<file path="config.mk">
export PLATFORM = sky130hd
export DESIGN_NAME = bearer_auth_header_parser
export DESIGN_NICKNAME = d
export VERILOG_FILES = /design/src/rtl/bahp_pkg.sv /design/src/rtl/bahp_in_stage.sv /design/src/rtl/bahp_parse_core.sv /design/src/rtl/bahp_out_stage.sv /design/src/rtl/bearer_auth_header_parser.sv
export SDC_FILE = /design/constraint.sdc
export NUM_CORES = 1
export LEC_CHECK = 0
export BUFFER_PORTS_ARGS = -buffer_cell sky130_fd_sc_hd__buf_2
export CORE_UTILIZATION = 30
export CTS_CLUSTER_SIZE = 30
export DETAILED_ROUTE_END_ITERATION = 10
export GPL_TIMING_DRIVEN = 0
export PLACE_DENSITY = 0.47
export SYNTH_ARGS = -nofsm -noshare
export SYNTH_HDL_FRONTEND = slang
export SYNTH_SLANG_ARGS = --single-unit
export TNS_END_PERCENT = 1
</file>
<file path="constraint.sdc">
create_clock -name clk -period 4.7 [get_ports clk]
set_clock_uncertainty 0.1 [all_clocks]
set_input_delay 0.47 -clock clk [delete_from_list [all_inputs] [get_ports clk]]
set_output_delay 0.47 -clock clk [all_outputs]
set_load 0.005 [all_outputs]
</file>
<file path="src/rtl/bahp_pkg.sv">
`timescale 1ns / 1ps
// Shared types, constants and character classes for the bearer header parser.
// No dependencies; every other file imports this package.
package bahp_pkg;

	// Field widths
	localparam int BYTE_W = 8;
	localparam int POS_W  = 13;
	localparam int CNT_W  = 13;
	localparam int STAT_W = 3;
	localparam int IDX_W  = 3;

	// Header and token bounds
	localparam int MAX_HEADER_BYTES = 8192;
	localparam int TOKEN_LIMIT_MAX  = 4096;
	localparam logic [POS_W-1:0] POS_LAST  = POS_W'(MAX_HEADER_BYTES - 1);
	localparam logic [CNT_W-1:0] LIMIT_TOP = CNT_W'(TOKEN_LIMIT_MAX);
	localparam logic [CNT_W-1:0] CNT_CAP   = CNT_W'(TOKEN_LIMIT_MAX + 1);
	localparam logic [CNT_W-1:0] LIMIT_RST = CNT_W'(4096);

	// Scheme length ("bearer")
	localparam logic [IDX_W-1:0] SCHEME_LEN = IDX_W'(6);
	localparam logic [IDX_W-1:0] SCHEME_TOP = IDX_W'(7);

	// Characters
	localparam logic [BYTE_W-1:0] CH_SPACE = 8'h20;
	localparam logic [BYTE_W-1:0] CH_TAB   = 8'h09;
	localparam logic [BYTE_W-1:0] CH_CR    = 8'h0D;
	localparam logic [BYTE_W-1:0] CH_LF    = 8'h0A;

	// Result status codes
	typedef enum logic [STAT_W-1:0] {
		ST_OK         = 3'd0,
		ST_EMPTY_HDR  = 3'd1,
		ST_BAD_SCHEME = 3'd2,
		ST_EMPTY_TOK  = 3'd3,
		ST_TOO_LONG   = 3'd4,
		ST_BAD_CHAR   = 3'd5
	} status_t;

	// One input word
	typedef struct packed {
		logic [BYTE_W-1:0] header_byte;
		logic              byte_present;
		logic              last_byte;
	} item_t;

	// One result word
	typedef struct packed {
		status_t           status;
		logic [POS_W-1:0]  token_offset;
		logic [CNT_W-1:0]  token_length;
	} result_t;

	function automatic logic is_space_tab(input logic [BYTE_W-1:0] b);
		return (b == CH_SPACE) || (b == CH_TAB);
	endfunction

	function automatic logic is_ws(input logic [BYTE_W-1:0] b);
		return is_space_tab(b) || (b == CH_CR) || (b == CH_LF);
	endfunction

	function automatic logic is_token_char(input logic [BYTE_W-1:0] b);
		return (b inside {[8'h61:8'h7A], [8'h41:8'h5A], [8'h30:8'h39],
			8'h2D, 8'h2E, 8'h5F, 8'h7E, 8'h2B, 8'h2F, 8'h3D});
	endfunction

	function automatic logic [BYTE_W-1:0] to_lower(input logic [BYTE_W-1:0] b);
		return (b inside {[8'h41:8'h5A]}) ? (b + 8'h20) : b;
	endfunction

	// Expected scheme letter at each position
	function automatic logic [BYTE_W-1:0] scheme_letter(input logic [IDX_W-1:0] idx);
		logic [BYTE_W-1:0] c;
		case (idx)
			3'd0: c = 8'h62; // b
			3'd1: c = 8'h65; // e
			3'd2: c = 8'h61; // a
			3'd3: c = 8'h72; // r
			3'd4: c = 8'h65; // e
			3'd5: c = 8'h72; // r
			default: c = 8'h00;
		endcase
		return c;
	endfunction

endpackage

</file>
<file path="src/rtl/bahp_in_stage.sv">
`timescale 1ns / 1ps
// Input register for the bearer header parser: holds one word until the parser takes it.
// Depends on bahp_pkg.
module bahp_in_stage import bahp_pkg::*; (
	input  logic  clk,
	input  logic  arst_n,
	input  logic  in_valid,
	output logic  in_ready,
	input  item_t in_item,
	input  logic  advance,
	output logic  valid_s1,
	output item_t item_s1
);

	// Take a new word when empty or when the held word moves on this cycle
	assign in_ready = !valid_s1 || advance;

	always_ff @(posedge clk or negedge arst_n) begin
		if (!arst_n) begin
			valid_s1 <= 1'b0;
		end else if (in_valid && in_ready) begin
			valid_s1 <= 1'b1;
		end else if (advance) begin
			valid_s1 <= 1'b0;
		end
	end

	// Payload: load on accept only
	always_ff @(posedge clk) begin
		if (in_valid && in_ready) begin
			item_s1 <= in_item;
		end
	end

endmodule

</file>
<file path="src/rtl/bahp_parse_core.sv">
`timescale 1ns / 1ps
// Parse state and per-byte update of the bearer header parser; forms the result on the final word.
// Depends on bahp_pkg.
module bahp_parse_core import bahp_pkg::*; (
	input  logic             clk,
	input  logic             arst_n,
	input  logic             advance,
	input  item_t            item_s1,
	input  logic [CNT_W-1:0] limit,
	output logic             res_fire,
	output result_t          res
);

	typedef enum logic [2:0] {
		PH_LEAD,
		PH_SCHEME,
		PH_SCHEME_CRLF,
		PH_SEPARATED,
		PH_TOKEN
	} phase_t;

	phase_t           phase_q, phase_n;
	logic [POS_W-1:0] pos_q, pos_n;
	logic [IDX_W-1:0] idx_q, idx_n;
	logic             mis_q, mis_n;
	logic             lbrk_q, lbrk_n;
	logic [POS_W-1:0] start_q, start_n;
	logic [CNT_W-1:0] tcnt_q, tcnt_n;
	logic [CNT_W-1:0] gap_q, gap_n;
	logic             bad_q, bad_n;

	logic [BYTE_W-1:0] b;
	logic              sc_mis;
	logic [IDX_W-1:0]  sc_idx;
	logic [CNT_W:0]    tsum;
	logic [CNT_W-1:0]  gap_inc;
	logic [CNT_W-1:0]  lim_eff;

	assign b = item_s1.header_byte;

	// Scheme compare for the current byte
	always_comb begin
		sc_mis = mis_q || (idx_q >= SCHEME_LEN) || (to_lower(b) != scheme_letter(idx_q));
		sc_idx = (idx_q < SCHEME_TOP) ? (idx_q + IDX_W'(1)) : idx_q;
	end

	// Saturating token arithmetic
	always_comb begin
		tsum    = {1'b0, tcnt_q} + {1'b0, gap_q} + (CNT_W+1)'(1);
		gap_inc = (gap_q + CNT_W'(1) > CNT_CAP) ? CNT_CAP : gap_q + CNT_W'(1);
	end

	// Advance the parse state by one byte
	always_comb begin
		phase_n = phase_q;
		pos_n   = pos_q;
		idx_n   = idx_q;
		mis_n   = mis_q;
		lbrk_n  = lbrk_q;
		start_n = start_q;
		tcnt_n  = tcnt_q;
		gap_n   = gap_q;
		bad_n   = bad_q;
		if (item_s1.byte_present) begin
			if (pos_q < POS_LAST) begin
				pos_n = pos_q + POS_W'(1);
			end
			case (phase_q)
				PH_LEAD: begin
					if (!is_ws(b)) begin
						mis_n   = sc_mis;
						idx_n   = sc_idx;
						phase_n = PH_SCHEME;
					end
				end
				PH_SCHEME: begin
					if (is_space_tab(b)) begin
						phase_n = PH_SEPARATED;
					end else if (is_ws(b)) begin
						lbrk_n  = 1'b1;
						phase_n = PH_SCHEME_CRLF;
					end else begin
						mis_n = sc_mis;
						idx_n = sc_idx;
					end
				end
				PH_SCHEME_CRLF: begin
					if (is_space_tab(b)) begin
						phase_n = PH_SEPARATED;
					end else if (!is_ws(b)) begin
						// Text after a line break joins the scheme, which then fails
						mis_n   = 1'b1;
						lbrk_n  = 1'b0;
						idx_n   = sc_idx;
						phase_n = PH_SCHEME;
					end
				end
				PH_SEPARATED: begin
					if (!is_ws(b)) begin
						if (lbrk_q) begin
							mis_n = 1'b1;
						end
						lbrk_n  = 1'b0;
						start_n = pos_q;
						tcnt_n  = CNT_W'(1);
						gap_n   = '0;
						bad_n   = !is_token_char(b);
						phase_n = PH_TOKEN;
					end
				end
				PH_TOKEN: begin
					if (is_ws(b)) begin
						gap_n = gap_inc;
					end else begin
						tcnt_n = (tsum > {1'b0, CNT_CAP}) ? CNT_CAP : tsum[CNT_W-1:0];
						gap_n  = '0;
						bad_n  = bad_q || (gap_q != '0) || !is_token_char(b);
					end
				end
				default: begin
					phase_n = PH_LEAD;
				end
			endcase
		end
	end

	// Result from the updated state
	assign lim_eff  = (limit > LIMIT_TOP) ? LIMIT_TOP : limit;
	assign res_fire = advance && item_s1.last_byte;

	always_comb begin
		res.status       = ST_OK;
		res.token_offset = '0;
		res.token_length = '0;
		if (phase_n == PH_LEAD) begin
			res.status = ST_EMPTY_HDR;
		end else if (phase_n != PH_TOKEN) begin
			res.status = (!mis_n && idx_n == SCHEME_LEN) ? ST_EMPTY_TOK : ST_BAD_SCHEME;
		end else if (mis_n || idx_n != SCHEME_LEN) begin
			res.status = ST_BAD_SCHEME;
		end else if (tcnt_n > lim_eff) begin
			res.status = ST_TOO_LONG;
		end else if (bad_n) begin
			res.status = ST_BAD_CHAR;
		end else begin
			res.token_offset = start_n;
			res.token_length = tcnt_n;
		end
	end

	// Hold state; clear it after the final word of a header
	always_ff @(posedge clk or negedge arst_n) begin
		if (!arst_n) begin
			phase_q <= PH_LEAD;
			pos_q   <= '0;
			idx_q   <= '0;
			mis_q   <= 1'b0;
			lbrk_q  <= 1'b0;
			start_q <= '0;
			tcnt_q  <= '0;
			gap_q   <= '0;
			bad_q   <= 1'b0;
		end else if (res_fire) begin
			phase_q <= PH_LEAD;
			pos_q   <= '0;
			idx_q   <= '0;
			mis_q   <= 1'b0;
			lbrk_q  <= 1'b0;
			start_q <= '0;
			tcnt_q  <= '0;
			gap_q   <= '0;
			bad_q   <= 1'b0;
		end else if (advance) begin
			phase_q <= phase_n;
			pos_q   <= pos_n;
			idx_q   <= idx_n;
			mis_q   <= mis_n;
			lbrk_q  <= lbrk_n;
			start_q <= start_n;
			tcnt_q  <= tcnt_n;
			gap_q   <= gap_n;
			bad_q   <= bad_n;
		end
	end

	// A failed header reports neither offset nor length
	a_fail_zero: assert property (@(posedge clk) disable iff (!arst_n)
		res_fire && res.status != ST_OK |-> res.token_offset == '0 && res.token_length == '0)
		else $error("failed header carries token fields");

	// An accepted token is never empty and never above the hard limit
	a_ok_len: assert property (@(posedge clk) disable iff (!arst_n)
		res_fire && res.status == ST_OK |-> res.token_length != '0 && res.token_length <= LIMIT_TOP)
		else $error("accepted token length out of range");

	// The final word leaves the parser ready for a fresh header
	a_clear: assert property (@(posedge clk) disable iff (!arst_n)
		res_fire |=> phase_q == PH_LEAD && pos_q == '0 && idx_q == '0)
		else $error("parse state not cleared after final word");

	// Token counters stay within their saturation point
	a_sat: assert property (@(posedge clk) disable iff (!arst_n)
		tcnt_q <= CNT_CAP && gap_q <= CNT_CAP)
		else $error("token counter past saturation");

endmodule

</file>
<file path="src/rtl/bahp_out_stage.sv">
`timescale 1ns / 1ps
// Result register of the bearer header parser: holds a word until the sink takes it.
// Depends on bahp_pkg.
module bahp_out_stage import bahp_pkg::*; (
	input  logic    clk,
	input  logic    arst_n,
	input  logic    res_fire,
	input  result_t res,
	output logic    out_valid,
	input  logic    out_ready,
	output result_t out_res
);

	logic    valid_q;
	result_t res_q;

	always_ff @(posedge clk or negedge arst_n) begin
		if (!arst_n) begin
			valid_q <= 1'b0;
		end else if (res_fire) begin
			valid_q <= 1'b1;
		end else if (out_ready) begin
			valid_q <= 1'b0;
		end
	end

	// Load a new result word
	always_ff @(posedge clk) begin
		if (res_fire) begin
			res_q <= res;
		end
	end

	assign out_valid = valid_q;
	assign out_res   = res_q;

endmodule

</file>
<file path="src/rtl/bearer_auth_header_parser.sv">
`timescale 1ns / 1ps
// Top level of the bearer authorisation header parser.
// Depends on bahp_pkg, bahp_in_stage, bahp_parse_core and bahp_out_stage.
//
//  channel   direction  handshake                      payload
//  s_axis    in         s_axis_tvalid / s_axis_tready  tdata byte, tuser present, tlast last
//  m_axis    out        m_axis_tvalid / m_axis_tready  tdata status, offset, length
//  cfg       in         cfg_valid / cfg_ready          cfg_data max token length
//
// One header byte per cycle unless a final word is held; the parse state update is a single
// pass between the input register and the result register, so the result word is registered
// when the final word moves on from the input register. Reset clears the parse state and sets
// the token limit to 4096. A result waiting on m_axis stalls s_axis only when a further
// final word reaches the input register; other words keep flowing.
module bearer_auth_header_parser import bahp_pkg::*; (
	input  logic                  clk,
	input  logic                  arst_n,
	input  logic                  s_axis_tvalid,
	output logic                  s_axis_tready,
	input  logic [BYTE_W-1:0]     s_axis_tdata,  // [7:0] header_byte
	input  logic                  s_axis_tuser,  // [0] byte_present
	input  logic                  s_axis_tlast,  // last_byte
	output logic                  m_axis_tvalid,
	input  logic                  m_axis_tready,
	output logic [31:0]           m_axis_tdata,  // [2:0] status, [15:3] token_offset,
	                                             // [28:16] token_length, [31:29] zero
	input  logic                  cfg_valid,
	output logic                  cfg_ready,
	input  logic [CNT_W-1:0]      cfg_data
);

	item_t            in_item;
	item_t            item_s1;
	logic             valid_s1;
	logic             advance;
	logic             res_fire;
	result_t          res;
	result_t          out_res;
	logic [CNT_W-1:0] limit_q;

	assign in_item.header_byte  = s_axis_tdata;
	assign in_item.byte_present = s_axis_tuser;
	assign in_item.last_byte    = s_axis_tlast;

	// Token limit register
	assign cfg_ready = 1'b1;

	always_ff @(posedge clk or negedge arst_n) begin
		if (!arst_n) begin
			limit_q <= LIMIT_RST;
		end else if (cfg_valid && cfg_ready) begin
			limit_q <= cfg_data;
		end
	end

	// Move the held word on unless it is final and the result slot stays full
	assign advance = valid_s1 && (!item_s1.last_byte || !m_axis_tvalid || m_axis_tready);

	bahp_in_stage u_in (
		.clk      (clk),
		.arst_n   (arst_n),
		.in_valid (s_axis_tvalid),
		.in_ready (s_axis_tready),
		.in_item  (in_item),
		.advance  (advance),
		.valid_s1 (valid_s1),
		.item_s1  (item_s1)
	);

	bahp_parse_core u_core (
		.clk      (clk),
		.arst_n   (arst_n),
		.advance  (advance),
		.item_s1  (item_s1),
		.limit    (limit_q),
		.res_fire (res_fire),
		.res      (res)
	);

	bahp_out_stage u_out (
		.clk       (clk),
		.arst_n    (arst_n),
		.res_fire  (res_fire),
		.res       (res),
		.out_valid (m_axis_tvalid),
		.out_ready (m_axis_tready),
		.out_res   (out_res)
	);

	assign m_axis_tdata = {3'b000, out_res.token_length, out_res.token_offset, out_res.status};

endmodule

</file>
Yosys cells after proc, flatten, opt, wreduce, memory -nomap -nowiden
Index checks and enable logic that the tools add are counted.
{"block": "totals", "ramBits": 0, "wordCells": 182, "mem_count": 0, "out_inout_bits": 35, "mem_bits_ro": 0, "in_bits": 28, "register_bits": 115, "latch_bits": 0}
{"block": "classes", "n_lt_le_gt_ge": 13, "mul": 0, "muxes": 75, "eq_ne": 28, "n_addsub": 6, "shift": 0, "reduce_logical": 42, "div_mod_pow": 0, "bitwise_logic": 0}
{"op": "13-bit 2-to-1 mux", "n": 22}
{"op": "3-bit 2-to-1 mux", "n": 18}
{"op": "13-bit one-hot mux with 2 select lines", "n": 2}
{"op": "8-bit by 6-bit == test with 1-bit output (second input constant)", "n": 6}
{"op": "7-bit one-hot mux with 4 select lines", "n": 1}
{"op": "13-bit by 1-bit adder with 13-bit output (second input constant)", "n": 2}
{"op": "13-bit > comparator (second input constant)", "n": 2}
{"op": "1-bit 2-to-1 mux", "n": 26}
{"op": "8-bit by 4-bit == test with 1-bit output (second input constant)", "n": 3}
{"op": "8-bit by 7-bit == test with 1-bit output (second input constant)", "n": 2}
{"op": "8-bit by 7-bit greater-or-equal comparator with 1-bit output (second input constant)", "n": 2}
{"op": "8-bit by 7-bit <= comparator with 1-bit output (second input constant)", "n": 2}
{"op": "3-bit inequality test (second input constant)", "n": 5}
{"op": "3-bit one-hot mux with 5 select lines", "n": 1}
{"op": "13-bit by 13-bit adder with 14-bit output", "n": 1}
{"op": "14-bit by 1-bit adder with 14-bit output (second input constant)", "n": 1}
{"op": "14-bit by 13-bit > comparator with 1-bit output (second input constant)", "n": 1}
{"op": "13-bit > comparator", "n": 1}
{"op": "13-bit less-than comparator (second input constant)", "n": 1}
{"op": "13-bit nonzero test", "n": 1}
{"op": "3-bit by 2-bit == test with 1-bit output (second input constant)", "n": 4}
{"op": "3-bit == test (second input constant)", "n": 4}
{"op": "1-bit logical OR", "n": 11}
{"op": "10-bit nonzero test", "n": 1}
{"op": "other kinds (25)", "n": 44}

Depth between registers and ports, before layout
Gate-level depths: netlist (run 1).
{"block": "depth", "depth_word": 13, "ltp_mapped": 21, "depth_no_buf": 20}

By module
A second synthesis (run 1) with hierarchy kept.
{"block": "hier_totals", "cells_unflattened": 745, "hier_area_um2": 7170.6}
{"mod": "bahp_parse_core", "cells_per_inst": 664, "seq_area_each_um2": 1526.5, "area_per_inst_um2": 5338.9, "n_inst": 1}
{"mod": "bahp_out_stage", "cells_per_inst": 32, "seq_area_each_um2": 895.9, "area_per_inst_um2": 907.1, "n_inst": 1}
{"mod": "bearer_auth_header_parser", "cells_per_inst": 35, "seq_area_each_um2": 326.6, "area_per_inst_um2": 570.5, "n_inst": 1}
{"mod": "bahp_in_stage", "cells_per_inst": 14, "seq_area_each_um2": 325.3, "area_per_inst_um2": 354.1, "n_inst": 1}

Worst setup path after synthesis (run 1)
OpenSTA, ideal clock, no wires.
{"block": "synth_path", "path_kind": "reg-to-reg", "start": "register u_core.gap_q[0]", "end": "register u_out.res_q, in the netlist u_out.out_res[0], data pin", "path_stages_with_launch": 21, "period_less_slack_ns": 4.923, "setup_time_ns": 0.170, "n_path_buf": 1, "required_ns": 4.430, "setup_slack_ns": -0.223, "arrival_ns": 4.653, "path_cell_list": "dfrtp_1 inv_1 ha_1 fa_1 nand2b_1 a211oi_1 nor2_1 mux2_2 nand2_1 or4_1 nand2_1 ha_1 nor2b_1 o21a_1 o21a_1 o21ai_0 a221oi_1 o41ai_1 nand4_4 buf_6 a311oi_2"}
{"block": "synth_via", "elab_chain_len": 9, "word_cells_on_any_way": 15, "cone_classes": "add/sub (2); order compare (2); mux (7); reduce/logical (4)"}
{"element": "from (decl)", "line_no": "bahp_parse_core.sv:29", "text": "logic [CNT_W-1:0] gap_q, gap_n;"}
{"element": "from (signal assigned)", "line_no": "bahp_parse_core.sv:181", "text": "gap_q <= gap_n;"}
{"element": "13-bit by 13-bit adder with 14-bit output (*)", "line_no": "bahp_parse_core.sv:49", "text": "tsum = {1'b0, tcnt_q} + {1'b0, gap_q} + (CNT_W+1)'(1);"}
{"element": "14-bit by 1-bit adder with 14-bit output (*)", "line_no": "bahp_parse_core.sv:49"}
{"element": "14-bit by 13-bit > comparator with 1-bit output", "line_no": "bahp_parse_core.sv:115", "text": "tcnt_n = (tsum > {1'b0, CNT_CAP}) ? CNT_CAP : tsum[CNT_W-1:0];"}
{"element": "13-bit 2-to-1 mux (*)", "line_no": "bahp_parse_core.sv:115"}
{"element": "13-bit 2-to-1 mux (*)", "line_no": "bahp_parse_core.sv:112", "text": "if (is_ws(b)) begin"}
{"element": "13-bit one-hot mux with 2 select lines (*)", "line_no": "bahp_parse_core.sv:68", "text": "case (phase_q)"}
{"element": "13-bit 2-to-1 mux (*)", "line_no": "bahp_parse_core.sv:64", "text": "if (item_s1.byte_present) begin"}
{"element": "named net u_core.tcnt_n[1]", "line_no": "bahp_parse_core.sv:28", "text": "logic [CNT_W-1:0] tcnt_q, tcnt_n;"}
{"element": "13-bit > comparator (*)", "line_no": "bahp_parse_core.sv:141", "text": "end else if (tcnt_n > lim_eff) begin"}
{"element": "5-bit OR reduction (no line) (*)"}
{"element": "to (signal assigned)", "line_no": "bahp_out_stage.sv:30", "text": "res_q <= res;"}
{"element": "to (decl)", "line_no": "bahp_out_stage.sv:15", "text": "result_t res_q;"}
The timed path passes the listed nets; every way through them passes the cells marked *.
A chain may end at the register's enable or synchronous reset.

Worst setup path in the final report (run 1)
{"block": "layout_path", "start": "register u_core.gap_q[4]", "end": "register u_out.res_q, in the netlist u_out.out_res[10], data pin"}
The elaborated chain is that of the path after synthesis.

==> results.py, run 1 <==
metrics = {
    "floorplan": {
        "dieArea_sq_um": 24900,
        "core_sq_um": 23700,
        "num_io_pins": 63,
        "die_height_microns": 158,
        "die_w_microns": 158,
        "std_cell_rows": 56,
        "initial_utilization_pct": 30.8,
    },
    "global_routing": {
        "antenna_found_initial": 0,
        "track_usage_pct": 17.3,
        "grt_overflow": 0,
        "grt_pass1_vias": 6000,
        "grt_pass1_wl_mm": 33.0,
        "grt_max_degree": 48,
    },
    "timing": {
        "slew_headroom_pct": 17.0,
        "whs_ns": 0.127,
        "fin_crit_ns": 4.55,
        "min_period_over_period_pct": 96.9,
        "finalMaxSlewViolations": 0,
        "rsz0062_at_grt": "yes",
        "tightest_slew_ns": 1.23,
        "setup_viol": 0,
        "timing.final.ws_setup_ns": 0.148,
        "finalHoldViolations": 0,
        "setup_tns_ns": 0,
        "fmax_ghz": 0.220,
    },
    "routing": {
        "vias": 6240,
        "drt_wl_total_mm": 20.2,
        "drc": 0,
        "ant_nets": 0,
        "drt-pass1-iter-count": 7,
        "via_per_inst": 5.09,
        "drtIter0Drc": 467,
        "wl_per_cell_microns": 16.5,
    },
    "worst_setup_path": {
        "crit_required_ns": 4.89,
        "crit_type": "reg -> reg",
        "start_kind": "register",
        "crit_path_max_fanout": 9,
        "ff2ff_path_depth": 21,
        "cp-end-kind": "register",
        "arrival_ns": 4.74,
    },
    "final_layout": {
        "syn2layout_area_growth_pct": 24.1,
        "nets": 958,
        "diodes": 0,
        "layout_common_cells": "nand2_1, o21ai_0, dfrtp_1, nor2_1, buf_2",
        "drive_gt1_share_pct": 22.1,
        "final_common_cell": "nand2_1",
    },
    "place": {
        "place_hpwl_mm": 14.4,
        "place_ws_ns": -1.07,
        "place.port_buffers": 58,
        "gp_congestion": 0.836,
    },
    "logic_synthesis": {
        "synth-seq-area-share_pct": 42.2,
        "async_flop_share_pct": 66.1,
        "yosys_warnings": 0,
        "synth-simple-area-share_pct": 20.8,
        "synthFlopType": "dfrtp_1",
        "syn_inst": 796,
        "synth_edf_count": 39,
        "synth.avg_cell_area_sq_um": 9.16,
        "yosys.area_share.xor_xnor_pct": 2.64,
        "ys_ff_latch": 115,
        "synth_compound_area_share_pct": 21.5,
        "synth_top_family_by_area": "compound AO/OA/AOI/OAI gates",
        "synth_cell_types": 84,
        "synthAdderAreaFrac_pct": 6.45,
        "synthMuxAreaShare_pct": 2.28,
        "netlist_area_sq_um": 7290,
    },
    "power": {
        "power_per_cell_area_nw_per_um2": 331,
        "p_leak_nw": 3.54,
        "ir_drop_v": 0.000234,
    },
    "clock_network": {
        "clk_pin_slew_ns": 0.06,
        "cts_made_buffers": 17,
        "root_buffer": "clkbuf_16",
        "cts_tree": "built",
        "clock_latency_ns": 0.42,
        "h-tree-depth": 4,
        "cts_buffer_depth": 2,
        "cts.sinks": 115,
    },
    "run": {
        "maxCapViolations": 0,
    },
    "hold_path": {
        "min_path_cells": 1,
        "hp-class": "in -> reg",
    },
    "run_status": {
        "outcome": "completed",
    },
}
[power breakdown]
part           internal [mW]  switching [mW]
sequential              1.12          0.0675
combinational          0.199           0.290
clock                  0.775           0.538
total                   2.10           0.895
[cell usage after synthesis, drive strengths merged, types with 7 or more instances]
cell	instances	share of area, %
edfxtp	39	16
nor2	65	3.3
a31oi	8	0.77
a211oi	8	0.89
xnor2	18	2.2
o21a	7	0.72
a32o	7	0.96
a21boi	16	1.6
o211ai	9	1.0
ha	36	6.2
inv	27	1.4
nand4	8	0.89
o21ai	74	5.1
nand3	16	1.1
buf	14	1.3
nand2	114	5.9
and2	11	0.94
nor2b	22	1.9
nand2b	8	0.69
or3	9	0.77
nor3	21	1.7
clkbuf	24	1.3
a21oi	49	3.4
mux2	13	2.0
dfrtp	75	26
[area by class of cell]
type | count | area, sq um
Fill cell | 2464 | 14600
Multi-Input combinational cell | 618 | 4160
Sequential cell | 115 | 3080
Timing Repair Buffer | 79 | 497
Clock buffer | 18 | 450
Tap cell | 319 | 399
Buffer | 35 | 206
Clock inverter | 14 | 143
Inverter | 27 | 101
[worst paths after layout]
path                            slack, ns                end         startpoint
worst max-delay path                 0.15  u_out.out_res[10]    u_core.gap_q[4]
worst min-delay path                 0.13    u_in.item_s1[2]    s_axis_tdata[0]
worst max register to register       0.15  u_out.out_res[10]    u_core.gap_q[4]
worst min register to register       0.38  u_core.start_q[6]  u_core.start_q[6]
max in group asynchronous            3.37        limit_q[12]             arst_n
min in group asynchronous            0.46  u_core.start_q[1]             arst_n
[flip-flops by register name (all words and copies together) (netlist names), 3 cells and up]
signal          cells
u_core.pos_q       13
u_core.start_q     13
u_core.idx_q        3
u_core.tcnt_q      13
limit_q            13
u_out.out_res      29
u_core.phase_q      3
u_core.gap_q       13
u_in.item_s1       10
[metrics by stage]
step | total power [mW] | cell area [sq um] | instances | util [%]
floorplan | 1.51 | 7300 | 798 | -
global placement | 1.66 | 7990 | 1175 | 33.7
detailed placement | 1.66 | 8040 | 1177 | 34.0
CTS | 3.01 | 8920 | 1220 | 37.7
global route | 3.14 | 9040 | 1225 | 38.2
finish | 2.99 | 9040 | 1225 | 38.2
[layer usage]
| metal | GRT usage (%) | vias up | wire length, microns |
|---|---|---|---|
| li1 | - | 3095 | - |
| met1 | 23.4 | 3000 | 9690 |
| met2 | 27.5 | 117 | 9380 |
| met3 | 2.79 | 28 | 714 |
| met4 | 6.52 | 0 | 416 |
| met5 | 0 | - | 0 |
[worst max-delay path, cell delays in order (launching register included)]
cell and delay (ns):
dfrtp_1 0.47, ha_2 0.43, o211ai_1 0.12, buf_4 0.16, a211oi_4 0.23, nor2_1 0.10
mux2_2 0.31, and3b_1 0.18, buf_4 0.17, a31oi_4 0.16, a21oi_2 0.11, ha_1 0.34
nand3_1 0.09, or2_2 0.35, nor3_4 0.20, a21oi_2 0.10, o41ai_4 0.05, buf_4 0.19
nand4_4 0.12, buf_8 0.21, buf_8 0.14, nor2b_4 0.10
[what timing repair did]
| action | CTS | global route |
|---|---|---|
| buffers inserted | 13 | 5 |
| gates resized for setup | 48 | 20 |
| setup endpoints to repair | 28 | 28 |
| pin swaps | 13 | 14 |
| hold buffers | 1 | 0 |
| hold endpoints to repair | 29 | 0 |
[cell families (layout without fill, tap and decap cells)]
family,Yosys count,after routing
xor+xnor,22,22
mux,15,15
simple gates,306,306
fa+ha+maj,37,37
compound gates,234,234
flops,115,115
buf+inv,65,173
other cells,2,4
No activity file was read; power rests on OpenSTA's default activity.
==> inputs of run 2 (changes only) <==
Settings changed: CTS_BUF_LIST from default to sky130_fd_sc_hd__clkbuf_2.
==> run 2 against run 1 <==
Effect of this change: flip-flop and latch count stayed put; via count rose by 1.4%; register-to-register slack got worse by 0.11 ns; critical endpoint unchanged.
==> results.py, run 2 (synthesized netlist as in run 1, its figures left out) <==
metrics = {
    "run": {
        "maxCapViolations": 0,
    },
    "global_routing": {
        "grt_pass1_vias": 6170,
        "track_usage_pct": 17.5,
        "antenna_found_initial": 1,
        "grt_overflow": 0,
        "grt_pass1_wl_mm": 33.4,
        "grt_max_degree": 48,
    },
    "final_layout": {
        "syn2layout_area_growth_pct": 23.6,
        "largest_register_ffs": 29,
        "layout.cells.non_filler": 1258,
        "multiInputGateArea_sq_um": 4150,
        "nets": 990,
        "fillCellCount": 2486,
        "regArea_sq_um": 3080,
        "layout_common_cells": "nand2_1, o21ai_0, dfrtp_1, nor2_1, buf_2",
        "drive_gt1_share_pct": 21.6,
        "final_common_cell": "nand2_1",
    },
    "clock_network": {
        "cts.sinks": 115,
        "clock_latency_ns": 0.73,
        "cts_buffer_depth": 2,
        "root_buffer": "clkbuf_2",
        "cts_tree": "built",
        "cts_made_buffers": 17,
        "h-tree-depth": 4,
        "clk_pin_slew_ns": 0.23,
    },
    "worst_setup_path": {
        "crit_type": "reg -> reg",
        "crit_path_max_fanout": 9,
        "reg2reg_to": "u_out.out_res[10]",
        "ff2ff_path_depth": 21,
        "arrival_ns": 5.15,
        "r2r_slack_ns": 0.03,
        "cp-end-kind": "register",
        "r2r-start": "u_core.tcnt_q[0]",
        "start_kind": "register",
        "crit_required_ns": 5.18,
    },
    "timing": {
        "finalMaxSlewViolations": 0,
        "fmax_ghz": 0.214,
        "timing.final.ws_setup_ns": 0.0333,
        "tightest_slew_ns": 1.18,
        "fin_crit_ns": 4.67,
        "setup_viol": 0,
        "finalHoldViolations": 0,
        "min_period_over_period_pct": 99.3,
        "rsz0062_at_grt": "yes",
        "slew_headroom_pct": 20.7,
    },
    "hold_path": {
        "hp-class": "in -> async",
    },
    "floorplan": {
        "initial_utilization_pct": 30.8,
        "dieArea_sq_um": 24900,
        "std_cell_rows": 56,
        "core_sq_um": 23700,
        "die_w_microns": 158,
        "die_height_microns": 158,
        "num_io_pins": 63,
    },
    "power": {
        "ir_drop_v": 0.000151,
        "p_leak_nw": 3.55,
        "power_per_cell_area_nw_per_um2": 271,
        "power_mw": 2.44,
    },
    "routing": {
        "drtIter0Drc": 460,
        "drt_wl_total_mm": 20.6,
        "vias": 6329,
        "via_per_inst": 5.03,
        "wl_per_cell_microns": 16.4,
        "drc": 0,
        "ant_nets": 0,
        "drt-pass1-iter-count": 4,
    },
    "place": {
        "gp_congestion": 0.836,
        "place_ws_ns": -1.07,
        "place_hpwl_mm": 14.4,
        "dpl.cell_count": 1177,
        "place.port_buffers": 58,
    },
    "run_status": {
        "outcome": "completed",
    },
}
## run 2: power breakdown
part	internal, mW	switching, mW
clock	0.260	0.470
combinational	0.223	0.297
sequential	1.12	0.0674
## run 2: metal layers
| metal | GRT usage [%] | up-vias | share of wire [%] |
|---|---|---|---|
| li1 | - | 3158 | - |
| met1 | 23.4 | 3031 | 48 |
| met2 | 28.6 | 117 | 47 |
| met3 | 2.60 | 23 | 2.9 |
| met4 | 6.10 | 0 | 1.8 |
| met5 | 0 | - | 0 |
## run 2: through the flow
step | instance area [sq um] | setup TNS, ns | util (%) | hold WS (ns)
3_3_place_gp | 7990 | -25.27 | 33.7 | 0.364
2_1_floorplan | 7300 | 0 | - | 0.0744
6_report | 9010 | 0 | 38.0 | 0.118
4_1_cts | 8950 | -0.325 | 37.8 | 0.0800
3_5_place_dp | 8040 | -22.54 | 34.0 | 0.371
5_1_grt | 9010 | -2.14 | 38.0 | 0.119
## run 2: worst max path at each step
stage,from,end,slack [ns],cells past startpoint
floorplan,u_core.gap_q[0],u_out.out_res[0],0.0004,20
global placement,u_core.gap_q[0],u_out.out_res[7],-1.15,20
detailed placement,u_core.gap_q[0],u_out.out_res[7],-1.07,20
CTS,u_core.tcnt_q[9],u_out.out_res[9],-0.06,21
global route,u_core.gap_q[0],u_out.out_res[9],-0.17,21
finish,u_core.tcnt_q[0],u_out.out_res[10],0.03,21
## run 2: timing repair
| action | 4_1_cts | 5_1_grt |
|---|---|---|
| setup buffers | 20 | 2 |
| gates resized for setup | 51 | 11 |
| endpoints found under the hold margin | 95 | 0 |
| setup endpoints to repair | 28 | 28 |
| pin swaps | 15 | 12 |
| gates cloned | 0 | 0 |
| hold buffers | 30 | 0 |
## run 2: cell type report
type / instances / area share [%]
sequential: 115 / 34.2
antenna: 1 / 0.0278
buffer: 35 / 2.25
clock buffer: 17 / 0.944
clock inverter: 15 / 1.92
timing repair buffer: 111 / 8.98
tap: 319 / 4.43
multi-input combinational: 618 / 46.1
inverter: 27 / 1.12
## run 2: worst max-delay path, stage by stage, from the launching register on
cell      delay, ns
dfrtp_1        0.41
inv_1          0.05
ha_2           0.20
fa_1           0.40
nand2b_4       0.17
a211oi_2       0.23
nor2_1         0.11
mux2_4         0.23
nand2_4        0.10
or4_4          0.58
nand2_4        0.09
ha_4           0.19
nor2b_1        0.12
o21a_1         0.16
o21a_1         0.17
o21ai_2        0.14
a221oi_2       0.09
o41ai_4        0.38
nand4_4        0.17
buf_8          0.20
buf_6          0.13
nor2b_2        0.11
==> inputs of run 3 (changes only) <==
Settings changed: CORE_UTILIZATION 30 to 56, PLACE_DENSITY 0.47 to 0.79.
==> run 3 against run 2 <==
Effect of this change: final cell count down 11%; flip-flop and latch count unchanged; critical path type unchanged; first-iteration DRC count up 24%; wire length down 7.8%; clock-buffer cell count up 5; maximum frequency up 0.35%; design area down 1.2%; non-clock buffer count up 7; largest power group unchanged.
==> results.py, run 3 (synthesized netlist as in run 1, its figures left out) <==
metrics = {
    "global_routing": {
        "grt_max_degree": 55,
        "grt_pass1_wl_mm": 30.3,
        "track_usage_pct": 29.4,
        "grt_pass1_vias": 6216,
        "grt_overflow": 0,
        "antenna_found_initial": 0,
    },
    "final_layout": {
        "drive_gt1_share_pct": 23.0,
        "syn2layout_area_growth_pct": 22.1,
        "layout.cells.non_filler": 1118,
        "diodes": 0,
        "nets": 998,
        "largest_register_ffs": 29,
        "final_common_cell": "nand2_1",
        "layout_common_cells": "nand2_1, o21ai_0, dfrtp_1, nor2_1, buf_2",
    },
    "timing": {
        "fin_crit_ns": 4.65,
        "finalHoldViolations": 0,
        "tightest_slew_ns": 1.20,
        "finalMaxSlewViolations": 0,
        "slew_headroom_pct": 19.2,
        "fmax_ghz": 0.215,
        "rsz0062_at_grt": "yes",
        "setup_tns_ns": 0,
        "min_period_over_period_pct": 98.9,
        "setup_viol": 0,
    },
    "worst_setup_path": {
        "ff2ff_path_depth": 21,
        "crit_type": "reg -> reg",
        "cp-end-kind": "register",
        "arrival_ns": 5.09,
        "start_kind": "register",
        "crit_required_ns": 5.14,
        "crit_path_max_fanout": 9,
    },
    "clock_network": {
        "clock_latency_ns": 0.70,
        "cts_buffer_depth": 2,
        "h-tree-depth": 4,
        "root_buffer": "clkbuf_2",
        "clk_pin_slew_ns": 0.19,
        "cts_tree": "built",
        "cts_made_buffers": 17,
        "cts.sinks": 115,
    },
    "floorplan": {
        "num_io_pins": 63,
        "core_sq_um": 12700,
        "dieArea_sq_um": 13500,
        "die_w_microns": 116,
        "std_cell_rows": 41,
        "die_height_microns": 116,
        "initial_utilization_pct": 57.5,
    },
    "hold_path": {
        "hp-class": "in -> async",
    },
    "routing": {
        "ant_nets": 0,
        "wl_per_cell_microns": 17.0,
        "drt_wl_total_mm": 19.0,
        "vias": 6778,
        "via_per_inst": 6.06,
        "drtIter0Drc": 571,
        "drc": 0,
        "drt-pass1-iter-count": 7,
    },
    "place": {
        "place_hpwl_mm": 12.4,
        "gp_congestion": 0.913,
        "dpl.cell_count": 1029,
        "place.port_buffers": 58,
    },
    "power": {
        "ir_drop_v": 0.000174,
        "p_leak_nw": 3.58,
        "power_per_cell_area_nw_per_um2": 264,
    },
    "run_status": {
        "outcome": "completed",
    },
    "run": {
        "maxCapViolations": 0,
    },
}
run 3: cell count changes in the layout (fill, tap and decap cells not counted), moves of 3 or more:
cell,change
inv_6,-4
clkinv_4,-3
buf_6,-3
dfrtp_1,-3
clkbuf_2,+5
buf_4,+11
dfrtp_2,+3
run 3: power breakdown:
group	total, mW	internal [mW]	switching [mW]
logic	0.513	0.223	0.291
clock network	0.643	0.250	0.393
registers	1.19	1.12	0.0701
total	2.35	1.59	0.753
run 3: routing by layer:
metal	up-vias	global-route usage, %	part of all wire [%]
met5	-	0	0
met1	3235	36.6	41
met2	287	49.3	49
li1	3185	-	-
met4	0	12.4	3.6
met3	71	6.54	6.3
run 3: critical path, stage by stage (launching register included):
cell      delay [ns]
dfrtp_1         0.40
inv_1           0.08
ha_4            0.18
fa_2            0.35
nand2b_4        0.17
a211oi_4        0.25
nor2_2          0.07
mux2_4          0.25
nand2_8         0.08
or4_4           0.53
nand2_4         0.10
ha_4            0.20
nor2b_1         0.12
o21a_1          0.16
o21a_1          0.19
o21ai_2         0.18
a221oi_2        0.09
o41ai_2         0.23
buf_4           0.19
nand4_4         0.18
buf_4           0.25
nor2b_1         0.15
run 3: stage by stage:
stage | hold WS [ns] | cell area, sq um | total power, mW | setup WS, ns | util (%)
after floorplan | 0.0744 | 7300 | 1.51 | 0.000383 | -
after global placement | 0.362 | 7810 | 1.63 | -0.844 | 61.6
after detailed placement | 0.307 | 7840 | 1.65 | -0.842 | 61.9
after CTS | 0.0986 | 8690 | 2.31 | 0.0142 | 68.6
after global routing | 0.0938 | 8900 | 2.46 | -0.0614 | 70.2
final | 0.114 | 8900 | 2.35 | 0.0497 | 70.2
run 3: timing repair:
item                                   4_1_cts  5_1_grt
setup endpoints to repair                   28       28
setup buffers                               16       13
pin swaps                                   16       18
endpoints found under the hold margin      100        0
gates resized for setup                     50       27
hold buffers                                30        0
cloned                                       1        1
run 3: path summary, 6_finish.rpt:
path	start	end	slack [ns]
hold reg to reg	u_core.start_q[5]	u_core.start_q[5]	0.40
min in group clk	cfg_valid	limit_q[12]	0.26
setup reg to reg	u_core.tcnt_q[0]	u_out.out_res[3]	0.05
max in group asynchronous	arst_n	limit_q[12]	3.74
hold / removal	arst_n	u_core.idx_q[0]	0.11
setup / recovery	u_core.tcnt_q[0]	u_out.out_res[3]	0.05
run 3: final cells by class:
class,count,area (sq um)
Clock inverter,10,110
Multi-Input combinational cell,619,4210
Fill cell,970,3770
Inverter,27,104
Buffer,34,200
Sequential cell,115,3090
Clock buffer,22,110
Tap cell,172,215
Timing Repair Buffer,119,866
